<file path="src/rtl/rcw_pkg.sv">
// ----------------------------------------------------------------------------
// rcw_pkg: shared types and constants of the congestion window unit
// Phase codes, state and result records, configuration register indexes and
// the saturating helper used by the update logic.
// ----------------------------------------------------------------------------
`default_nettype none

package rcw_pkg;

  // Window width and saturation limit
  localparam int unsigned WinBits = 16;
  localparam logic [WinBits-1:0] WinMax = {WinBits{1'b1}};

  // Field widths fixed by the interface
  localparam int unsigned AckBits = 32;
  localparam int unsigned DupBits = 4;
  localparam int unsigned AvdBits = 2;

  localparam logic [DupBits-1:0] DupMax = {DupBits{1'b1}};

  // Configuration register indexes
  localparam int unsigned CfgIdxBits = 1;
  localparam logic [CfgIdxBits-1:0] CfgDupThreshold = 1'b0;
  localparam logic [CfgIdxBits-1:0] CfgInitRwnd     = 1'b1;

  // Reset values of the configuration registers
  localparam logic [DupBits-1:0] DupThresholdRst = 4'd3;
  localparam logic [WinBits-1:0] InitRwndRst     = 16'd16;

  // Event codes
  localparam logic OpAck     = 1'b0;
  localparam logic OpTimeout = 1'b1;

  typedef enum logic [1:0] {
    PhSlowStart = 2'd0,
    PhAvoidance = 2'd1,
    PhRecovery  = 2'd2
  } phase_e;

  // Connection state
  typedef struct packed {
    phase_e              phase;
    logic [WinBits-1:0]  cwnd;
    logic [WinBits-1:0]  ssthresh;
    logic [DupBits-1:0]  dup_cnt;
    logic [AvdBits-1:0]  avd_cnt;
    logic [AckBits-1:0]  prev_ack;
    logic [WinBits-1:0]  rwnd;
  } state_t;

  // One result item
  typedef struct packed {
    logic [WinBits-1:0] cwnd_out;
    logic [WinBits-1:0] ssthresh_out;
    logic [1:0]         phase_out;
    logic [WinBits-1:0] send_allowance;
    logic               retransmit;
    logic               zero_win_probe;
  } result_t;

  // Saturating add of a small constant
  function automatic logic [WinBits-1:0] sat_add(input logic [WinBits-1:0] a,
                                                 input logic [1:0] b);
    logic [WinBits:0] sum;
    sum = {1'b0, a} + {{(WinBits-1){1'b0}}, b};
    return sum[WinBits] ? WinMax : sum[WinBits-1:0];
  endfunction

endpackage

`default_nettype wire

</file>
<file path="src/rtl/rcw_if.sv">
// ----------------------------------------------------------------------------
// rcw_evt_if / rcw_res_if: valid/ready channels of the congestion window unit
// Event channel carries ACKs and timeouts, result channel the window values.
// ----------------------------------------------------------------------------
`default_nettype none

interface rcw_evt_if;
  logic                            valid;
  logic                            ready;
  logic                            op;
  logic [rcw_pkg::AckBits-1:0]     ack_number;
  logic [rcw_pkg::WinBits-1:0]     advertised_window;

  modport source (output valid, op, ack_number, advertised_window, input ready);
  modport sink   (input valid, op, ack_number, advertised_window, output ready);
endinterface

interface rcw_res_if;
  logic                            valid;
  logic                            ready;
  logic [rcw_pkg::WinBits-1:0]     cwnd_out;
  logic [rcw_pkg::WinBits-1:0]     ssthresh_out;
  logic [1:0]                      phase_out;
  logic [rcw_pkg::WinBits-1:0]     send_allowance;
  logic                            retransmit;
  logic                            zero_win_probe;

  modport source (output valid, cwnd_out, ssthresh_out, phase_out, send_allowance,
                  retransmit, zero_win_probe, input ready);
  modport sink   (input valid, cwnd_out, ssthresh_out, phase_out, send_allowance,
                  retransmit, zero_win_probe, output ready);
endinterface

`default_nettype wire

</file>
<file path="src/rtl/rcw_update.sv">
// ----------------------------------------------------------------------------
// rcw_update: next-state logic for one ACK or timeout event
// Computes the Reno phase, window, threshold and counters after the event,
// plus the retransmit and probe requests.
// ----------------------------------------------------------------------------
`default_nettype none

module rcw_update (
  input  rcw_pkg::state_t                state_i,
  input  logic [rcw_pkg::DupBits-1:0]    dup_threshold_i,
  input  logic                           op_i,
  input  logic [rcw_pkg::AckBits-1:0]    ack_number_i,
  input  logic [rcw_pkg::WinBits-1:0]    advertised_window_i,
  output rcw_pkg::state_t                state_o,
  output rcw_pkg::result_t               result_o
);

  rcw_pkg::state_t                nxt;
  logic                           is_new;
  logic [rcw_pkg::WinBits-1:0]    cwnd_inc;
  logic [rcw_pkg::WinBits-1:0]    half_thr;
  logic                           rtx;
  logic                           probe;

  // Shared terms
  assign is_new   = (state_i.prev_ack == '0) || (state_i.prev_ack != ack_number_i);
  assign cwnd_inc = rcw_pkg::sat_add(state_i.cwnd, 2'd1);
  assign half_thr = rcw_pkg::sat_add({1'b0, state_i.cwnd[rcw_pkg::WinBits-1:1]}, 2'd1);

  // Event handling
  always_comb begin
    nxt   = state_i;
    rtx   = 1'b0;
    probe = 1'b0;
    if (op_i == rcw_pkg::OpTimeout) begin
      if (state_i.rwnd != '0) begin
        nxt.ssthresh = half_thr;
        nxt.cwnd     = {{(rcw_pkg::WinBits-1){1'b0}}, 1'b1};
        nxt.phase    = rcw_pkg::PhSlowStart;
        nxt.dup_cnt  = '0;
        nxt.avd_cnt  = '0;
        rtx          = 1'b1;
      end else begin
        probe = 1'b1;
      end
    end else if (is_new) begin
      case (state_i.phase)
        rcw_pkg::PhAvoidance: begin
          if (state_i.avd_cnt >= 2'd2) begin
            nxt.cwnd    = cwnd_inc;
            nxt.avd_cnt = '0;
          end else begin
            nxt.avd_cnt = state_i.avd_cnt + 2'd1;
          end
        end
        rcw_pkg::PhRecovery: begin
          nxt.cwnd    = state_i.ssthresh;
          nxt.phase   = rcw_pkg::PhAvoidance;
          nxt.avd_cnt = '0;
        end
        default: begin
          // slow start, and the unused phase code
          nxt.cwnd = cwnd_inc;
          if (cwnd_inc >= state_i.ssthresh) begin
            nxt.phase   = rcw_pkg::PhAvoidance;
            nxt.avd_cnt = '0;
          end
        end
      endcase
      nxt.dup_cnt  = '0;
      nxt.prev_ack = ack_number_i;
      nxt.rwnd     = advertised_window_i;
    end else if (state_i.dup_cnt >= dup_threshold_i) begin
      // fast retransmit; receiver window kept
      if (state_i.phase != rcw_pkg::PhRecovery) begin
        nxt.ssthresh = half_thr;
        nxt.cwnd     = rcw_pkg::sat_add(half_thr, 2'd3);
        nxt.phase    = rcw_pkg::PhRecovery;
        nxt.dup_cnt  = '0;
        nxt.avd_cnt  = '0;
      end
      rtx = (state_i.rwnd != '0);
    end else begin
      // duplicate below threshold
      if (state_i.phase == rcw_pkg::PhRecovery) begin
        nxt.cwnd = cwnd_inc;
      end else if (state_i.dup_cnt != rcw_pkg::DupMax) begin
        nxt.dup_cnt = state_i.dup_cnt + 4'd1;
      end
      nxt.avd_cnt = '0;
      nxt.rwnd    = advertised_window_i;
    end
  end

  // Result item
  always_comb begin
    result_o.cwnd_out       = nxt.cwnd;
    result_o.ssthresh_out   = nxt.ssthresh;
    result_o.phase_out      = nxt.phase;
    result_o.send_allowance = (nxt.rwnd < nxt.cwnd) ? nxt.rwnd : nxt.cwnd;
    result_o.retransmit     = rtx;
    result_o.zero_win_probe = probe;
  end

  assign state_o = nxt;

endmodule

`default_nettype wire

</file>
<file path="src/rtl/reno_congestion_window_unit.sv">
// ----------------------------------------------------------------------------
// reno_congestion_window_unit: Reno-style sender congestion window engine
// Takes ACK and timeout events and returns the updated window state.
// ----------------------------------------------------------------------------
// Pipeline: input register, then result register; the state updates as the
//   result register loads. Throughput: one event per cycle while the result
//   channel is not stalled; the state update loop sets it.
// Reset: phase slow start, cwnd 1, ssthresh 8, receiver window 16,
//   duplicate threshold 3, counters and last ACK zero, both stages empty.
`default_nettype none

module reno_congestion_window_unit (
  input  logic                              clk_i,
  input  logic                              rst_ni,
  input  logic                              cfg_we_i,
  input  logic [rcw_pkg::CfgIdxBits-1:0]    cfg_idx_i,
  input  logic [rcw_pkg::WinBits-1:0]       cfg_wdata_i,
  rcw_evt_if.sink                           evt_i,
  rcw_res_if.source                         res_o
);

  // Input stage
  logic                            in_vld_q;
  logic                            in_op_q;
  logic [rcw_pkg::AckBits-1:0]     in_ack_q;
  logic [rcw_pkg::WinBits-1:0]     in_adv_q;

  // Result stage
  logic                            out_vld_q;
  rcw_pkg::result_t                out_q;

  // State
  rcw_pkg::state_t                 state_q;
  rcw_pkg::state_t                 state_d;
  logic [rcw_pkg::DupBits-1:0]     dup_thr_q;

  rcw_pkg::state_t                 upd_state;
  rcw_pkg::result_t                upd_result;
  logic                            advance;
  logic                            in_take;

  // Handshake
  assign advance   = in_vld_q && (!out_vld_q || res_o.ready);
  assign in_take   = evt_i.valid && evt_i.ready;
  assign evt_i.ready = !in_vld_q || advance;

  rcw_update u_update (
    .state_i             (state_q),
    .dup_threshold_i     (dup_thr_q),
    .op_i                (in_op_q),
    .ack_number_i        (in_ack_q),
    .advertised_window_i (in_adv_q),
    .state_o             (upd_state),
    .result_o            (upd_result)
  );

  // Next state: item update, then configuration loads
  always_comb begin
    state_d = state_q;
    if (advance) begin
      state_d = upd_state;
    end
    if (cfg_we_i && (cfg_idx_i == rcw_pkg::CfgInitRwnd)) begin
      state_d.rwnd     = cfg_wdata_i;
      state_d.ssthresh = {1'b0, cfg_wdata_i[rcw_pkg::WinBits-1:1]};
    end
  end

  // Control and state registers
  always_ff @(posedge clk_i or negedge rst_ni) begin
    if (!rst_ni) begin
      in_vld_q          <= 1'b0;
      out_vld_q         <= 1'b0;
      dup_thr_q         <= rcw_pkg::DupThresholdRst;
      state_q.phase     <= rcw_pkg::PhSlowStart;
      state_q.cwnd      <= {{(rcw_pkg::WinBits-1){1'b0}}, 1'b1};
      state_q.ssthresh  <= {1'b0, rcw_pkg::InitRwndRst[rcw_pkg::WinBits-1:1]};
      state_q.dup_cnt   <= '0;
      state_q.avd_cnt   <= '0;
      state_q.prev_ack  <= '0;
      state_q.rwnd      <= rcw_pkg::InitRwndRst;
    end else begin
      state_q <= state_d;
      if (evt_i.ready) begin
        in_vld_q <= evt_i.valid;
      end
      if (advance) begin
        out_vld_q <= 1'b1;
      end else if (res_o.ready) begin
        out_vld_q <= 1'b0;
      end
      if (cfg_we_i && (cfg_idx_i == rcw_pkg::CfgDupThreshold)) begin
        dup_thr_q <= cfg_wdata_i[rcw_pkg::DupBits-1:0];
      end
    end
  end

  // Payload registers
  always_ff @(posedge clk_i) begin
    if (in_take) begin
      in_op_q  <= evt_i.op;
      in_ack_q <= evt_i.ack_number;
      in_adv_q <= evt_i.advertised_window;
    end
    if (advance) begin
      out_q <= upd_result;
    end
  end

  // Result channel
  assign res_o.valid          = out_vld_q;
  assign res_o.cwnd_out       = out_q.cwnd_out;
  assign res_o.ssthresh_out   = out_q.ssthresh_out;
  assign res_o.phase_out      = out_q.phase_out;
  assign res_o.send_allowance = out_q.send_allowance;
  assign res_o.retransmit     = out_q.retransmit;
  assign res_o.zero_win_probe = out_q.zero_win_probe;

endmodule

`default_nettype wire

</file>
<file path="src/flat_wrapper.sv">
// flat-port wrapper written by rule: the top's interface ports become plain ports
module reno_congestion_window_unit_flat 
  (clk_i, rst_ni, cfg_we_i, cfg_idx_i, cfg_wdata_i, evt_i_valid, evt_i_op, evt_i_ack_number, evt_i_advertised_window, evt_i_ready, res_o_valid, res_o_cwnd_out, res_o_ssthresh_out, res_o_phase_out, res_o_send_allowance, res_o_retransmit, res_o_zero_win_probe, res_o_ready);
  rcw_evt_if evt_i_i ();
  rcw_res_if res_o_i ();
  input  logic clk_i;
  input  logic rst_ni;
  input  logic cfg_we_i;
  input  logic [rcw_pkg::CfgIdxBits-1:0] cfg_idx_i;
  input  logic [rcw_pkg::WinBits-1:0] cfg_wdata_i;
  input wire logic [$bits(evt_i_i.valid)-1:0] evt_i_valid;
  input wire logic [$bits(evt_i_i.op)-1:0] evt_i_op;
  input wire logic [$bits(evt_i_i.ack_number)-1:0] evt_i_ack_number;
  input wire logic [$bits(evt_i_i.advertised_window)-1:0] evt_i_advertised_window;
  output wire logic [$bits(evt_i_i.ready)-1:0] evt_i_ready;
  output wire logic [$bits(res_o_i.valid)-1:0] res_o_valid;
  output wire logic [$bits(res_o_i.cwnd_out)-1:0] res_o_cwnd_out;
  output wire logic [$bits(res_o_i.ssthresh_out)-1:0] res_o_ssthresh_out;
  output wire logic [$bits(res_o_i.phase_out)-1:0] res_o_phase_out;
  output wire logic [$bits(res_o_i.send_allowance)-1:0] res_o_send_allowance;
  output wire logic [$bits(res_o_i.retransmit)-1:0] res_o_retransmit;
  output wire logic [$bits(res_o_i.zero_win_probe)-1:0] res_o_zero_win_probe;
  input wire logic [$bits(res_o_i.ready)-1:0] res_o_ready;
  assign evt_i_i.valid = evt_i_valid;
  assign evt_i_i.op = evt_i_op;
  assign evt_i_i.ack_number = evt_i_ack_number;
  assign evt_i_i.advertised_window = evt_i_advertised_window;
  assign evt_i_ready = evt_i_i.ready;
  assign res_o_valid = res_o_i.valid;
  assign res_o_cwnd_out = res_o_i.cwnd_out;
  assign res_o_ssthresh_out = res_o_i.ssthresh_out;
  assign res_o_phase_out = res_o_i.phase_out;
  assign res_o_send_allowance = res_o_i.send_allowance;
  assign res_o_retransmit = res_o_i.retransmit;
  assign res_o_zero_win_probe = res_o_i.zero_win_probe;
  assign res_o_i.ready = res_o_ready;
  reno_congestion_window_unit u_core (.clk_i(clk_i), .rst_ni(rst_ni), .cfg_we_i(cfg_we_i), .cfg_idx_i(cfg_idx_i), .cfg_wdata_i(cfg_wdata_i), .evt_i(evt_i_i), .res_o(res_o_i));
endmodule
</file>
<file path="config.mk">
export PLATFORM = sky130hd
export DESIGN_NAME = reno_congestion_window_unit_flat
export DESIGN_NICKNAME = d
export VERILOG_FILES = /design/src/rtl/rcw_pkg.sv /design/src/rtl/rcw_if.sv /design/src/rtl/rcw_update.sv /design/src/rtl/reno_congestion_window_unit.sv /design/src/flat_wrapper.sv
export SDC_FILE = /design/constraint.sdc
export NUM_CORES = 1
export LEC_CHECK = 0
export BUFFER_PORTS_ARGS = -buffer_cell sky130_fd_sc_hd__buf_2
export CORE_MARGIN = 2
export CORE_UTILIZATION = 45
export CTS_BUF_LIST = sky130_fd_sc_hd__clkbuf_8
export CTS_CLUSTER_DIAMETER = 80
export DETAILED_ROUTE_END_ITERATION = 8
export PLACE_DENSITY = 0.75
export SLEW_MARGIN = 10
export SYNTH_ARGS = -nofsm -noshare
export SYNTH_HDL_FRONTEND = slang
export SYNTH_SLANG_ARGS = --single-unit
</file>
<file path="constraint.sdc">
create_clock -name clk_i -period 5.91 [get_ports clk_i]
set_clock_uncertainty 0.2 [all_clocks]
set_input_delay 0.8865 -clock clk_i [delete_from_list [all_inputs] [get_ports clk_i]]
set_output_delay 0.8865 -clock clk_i [all_outputs]
set_load 0.05 [all_outputs]
</file>
==> flow_metrics.env <==
export IMPL_synth_top_area_frac=0.269
export IMPL_htreeDepth=4
export IMPL_n_fill_cell=2126
export IMPL_synthTopCellsByArea="edfxtp_1 27%, dfrtp_1 20%, mux2_2 5.8%, ha_1 4.6%, xor2_1 3.4%"
export IMPL_cts_tree="done"
export IMPL_clk_latency_ns=0.48
export IMPL_path_class="reg -> reg"
export IMPL_fin_nets=1303
export IMPL_crit_fanout=12
export IMPL_synth_area_leader_cell="edfxtp_1"
export IMPL_fmax_ghz=0.187
export IMPL_initial_core_util=0.460
export IMPL_min_path_type="in -> async"
export IMPL_dieArea_um2=26300
export IMPL_register_area_um2=5390
export IMPL_timing_final_ws_setup_ns=0.572
export IMPL_synthToLayoutAreaGrowth_pct=13.2
export IMPL_yosys_cell_types_count=82
export IMPL_grt_antenna_before_repair=0
export IMPL_grt_start_max_net_pins=89
export IMPL_tightest_slew_ns=1.17
export IMPL_p_leak_nw=5.40
export IMPL_worstSetupEndpointType="flop"
export IMPL_cts_root_buffer="clkbuf_8"
export IMPL_syn_area_um2=11300
export IMPL_stdcell_count=1528
export IMPL_p_per_area_nw_per_um2=284
export IMPL_avgSynthCellArea_um2=10.5
export IMPL_period_minus_slack_ns=5.34
export IMPL_vias=9158
export IMPL_synth_edff_count=101
export IMPL_synthCells=1073
export IMPL_clkSinkCount=195
export IMPL_routabilityCongestion=1.00
export IMPL_ys_warn_count=0
export IMPL_grt_pass1_wl_um=51200
export IMPL_worst_setup_path_start_kind="flop"
export IMPL_path_clk_slew_ns=0.11
export IMPL_ys_ff_latch=195
export IMPL_grt_usage=0.255
export IMPL_drt_wl_total_um=32900
export IMPL_grt_pass1_vias=9056
export IMPL_synth_most_common_cell="edfxtp_1"
export IMPL_finalSetupTns_ns=0
export IMPL_required_ns=5.93
export IMPL_setup_viol=0
export IMPL_yosys_top_cells_count="101 x edfxtp_1, 89 x dfrtp_1, 76 x nand2_1"
export IMPL_hold_violations=0
export IMPL_cap_violations=0
export IMPL_slew_violations=0
export IMPL_drtIter0Drc=877
export IMPL_io_pins=125
export IMPL_power_mw=3.62
export IMPL_rsz0062_at_grt="no"
export IMPL_vias_per_cell=5.99
export IMPL_period_share=0.903
export IMPL_status="complete, no violations"
export IMPL_cts_buffer_depth=2
export IMPL_cts_buffers=17
export IMPL_drtPass1Iterations=6
export IMPL_fp_coreArea_um2=24500
export IMPL_place_hpwl_um=24200
export IMPL_ys_async_sr_fraction=0.482
export IMPL_place_ws_ns=0.563
export IMPL_post_cts_buffers=0
export IMPL_synth_nets=1185
export IMPL_synth_main_ff_cell="edfxtp_1"
export IMPL_wl_per_cell_um=21.5
export IMPL_drc=0
export IMPL_ys_seq_area_frac=0.479
export IMPL_drive_gt1_frac=0.238
export IMPL_die_w_um=162
export IMPL_multiInputGateArea_um2=5360
export IMPL_overflow=0
export IMPL_place_inst=1496
export IMPL_die_y_um=162
export IMPL_place_port_buffers=124
export IMPL_worstPathArrival_ns=5.36
export IMPL_ant_nets=0
export IMPL_row_count=57
export IMPL_ir_drop_v=0.000162
export IMPL_relSlewSlack=0.218
export IMPL_diodes=0
## cells by family after synthesis
group                      after synthesis  synth area share
adders and majority gates               41            0.0455
buffers and inverters                  123            0.0473
and+or+nand+nor                        282             0.127
DFF                                    195             0.479
xor gates and xnor gates                60            0.0467
muxes                                   97            0.0931
AOI/OAI and AO/OA                      275             0.162
## placed cells by master (no fill, tap or decap), types with 18 or more instances in the layout
cell	n
edfxtp_1	101
mux2i_1	38
nand2_1	76
nor4_1	25
mux2_2	58
a21oi_1	73
nor2_1	72
buf_2	123
ha_1	41
dfrtp_1	89
o21ai_0	73
buf_4	38
nand4_1	21
nor3_1	18
inv_1	59
xor2_1	44
## power breakdown
group          total (mW)  switching, mW  internal (mW)
clock network       0.951          0.546          0.405
logic               0.943          0.597          0.345
registers            1.73          0.115           1.62
## repair_timing
action / CTS / global route
endpoints found under the setup margin: 0 / 14
gates resized for setup: 0 / 1
hold buffers: 0 / 0
## metal layers
layer | vias up | track usage | wire [um]
met5 | - | 0 | 0
met4 | 0 | 0.115 | 1420
met3 | 87 | 0.0444 | 2440
met2 | 433 | 0.420 | 15600
met1 | 4448 | 0.330 | 13400
li1 | 4190 | - | -
## flip-flops by register name (all words and copies together) (netlist names)
signal / flops
u_core.state_q: 88
u_core.in_ack_q: 32
u_core.in_adv_q: 16
u_core.res_o.cwnd_out: 16
u_core.res_o.send_allowance: 16
u_core.res_o.ssthresh_out: 16
u_core.dup_thr_q: 4
u_core.res_o.phase_out: 2
u_core.in_op_q: 1
u_core.in_vld_q: 1
u_core.res_o.retransmit: 1
u_core.res_o.valid: 1
u_core.res_o.zero_win_probe: 1
## layout make-up
cell class,instances,area share
Sequential cell,195,0.423
Multi-Input combinational cell,755,0.420
Timing Repair Buffer,162,0.0722
Tap cell,324,0.0318
Clock buffer,17,0.0183
Inverter,60,0.0178
Clock inverter,15,0.0166
## through the flow
step	utilization	hold WS (ns)	instance area (um2)
2_1_floorplan	-	0.250	11300
3_3_place_gp	0.503	0.260	12300
3_5_place_dp	0.503	0.267	12300
4_1_cts	0.521	0.275	12700
5_1_grt	0.521	0.294	12800
6_report	0.521	0.252	12800
## path summary, 6_finish.rpt
| check | cells past startpoint | slack [ns] | end | startpoint |
|---|---|---|---|---|
| min in group clk_i | 1 | 0.29 | u_core.state_q[48] | u_core.state_q[48] |
| worst min register to register | 1 | 0.29 | u_core.state_q[48] | u_core.state_q[48] |
| worst max-delay path | 15 | 0.57 | u_core.res_o.send_allowance[3] | u_core.state_q[72] |
| worst max register to register | 15 | 0.57 | u_core.res_o.send_allowance[3] | u_core.state_q[72] |
| worst min-delay path | 1 | 0.25 | u_core.state_q[78] | rst_ni |
| max in group asynchronous | 2 | 4.21 | u_core.state_q[3] | rst_ni |
## worst max-delay path, stage by stage (launching register included)
cell	delay, ns
dfrtp_1	0.37
ha_1	0.40
nand4_1	0.33
or3_4	0.45
o32ai_2	0.28
a31oi_2	0.13
o31ai_1	0.31
a22oi_1	0.15
o41ai_2	0.48
a21oi_1	0.15
ha_1	0.35
nand4_1	0.13
a211oi_1	0.30
o2111ai_1	0.21
o21ai_4	0.43
mux2_2	0.40
Power figures use the tool's default switching activity.
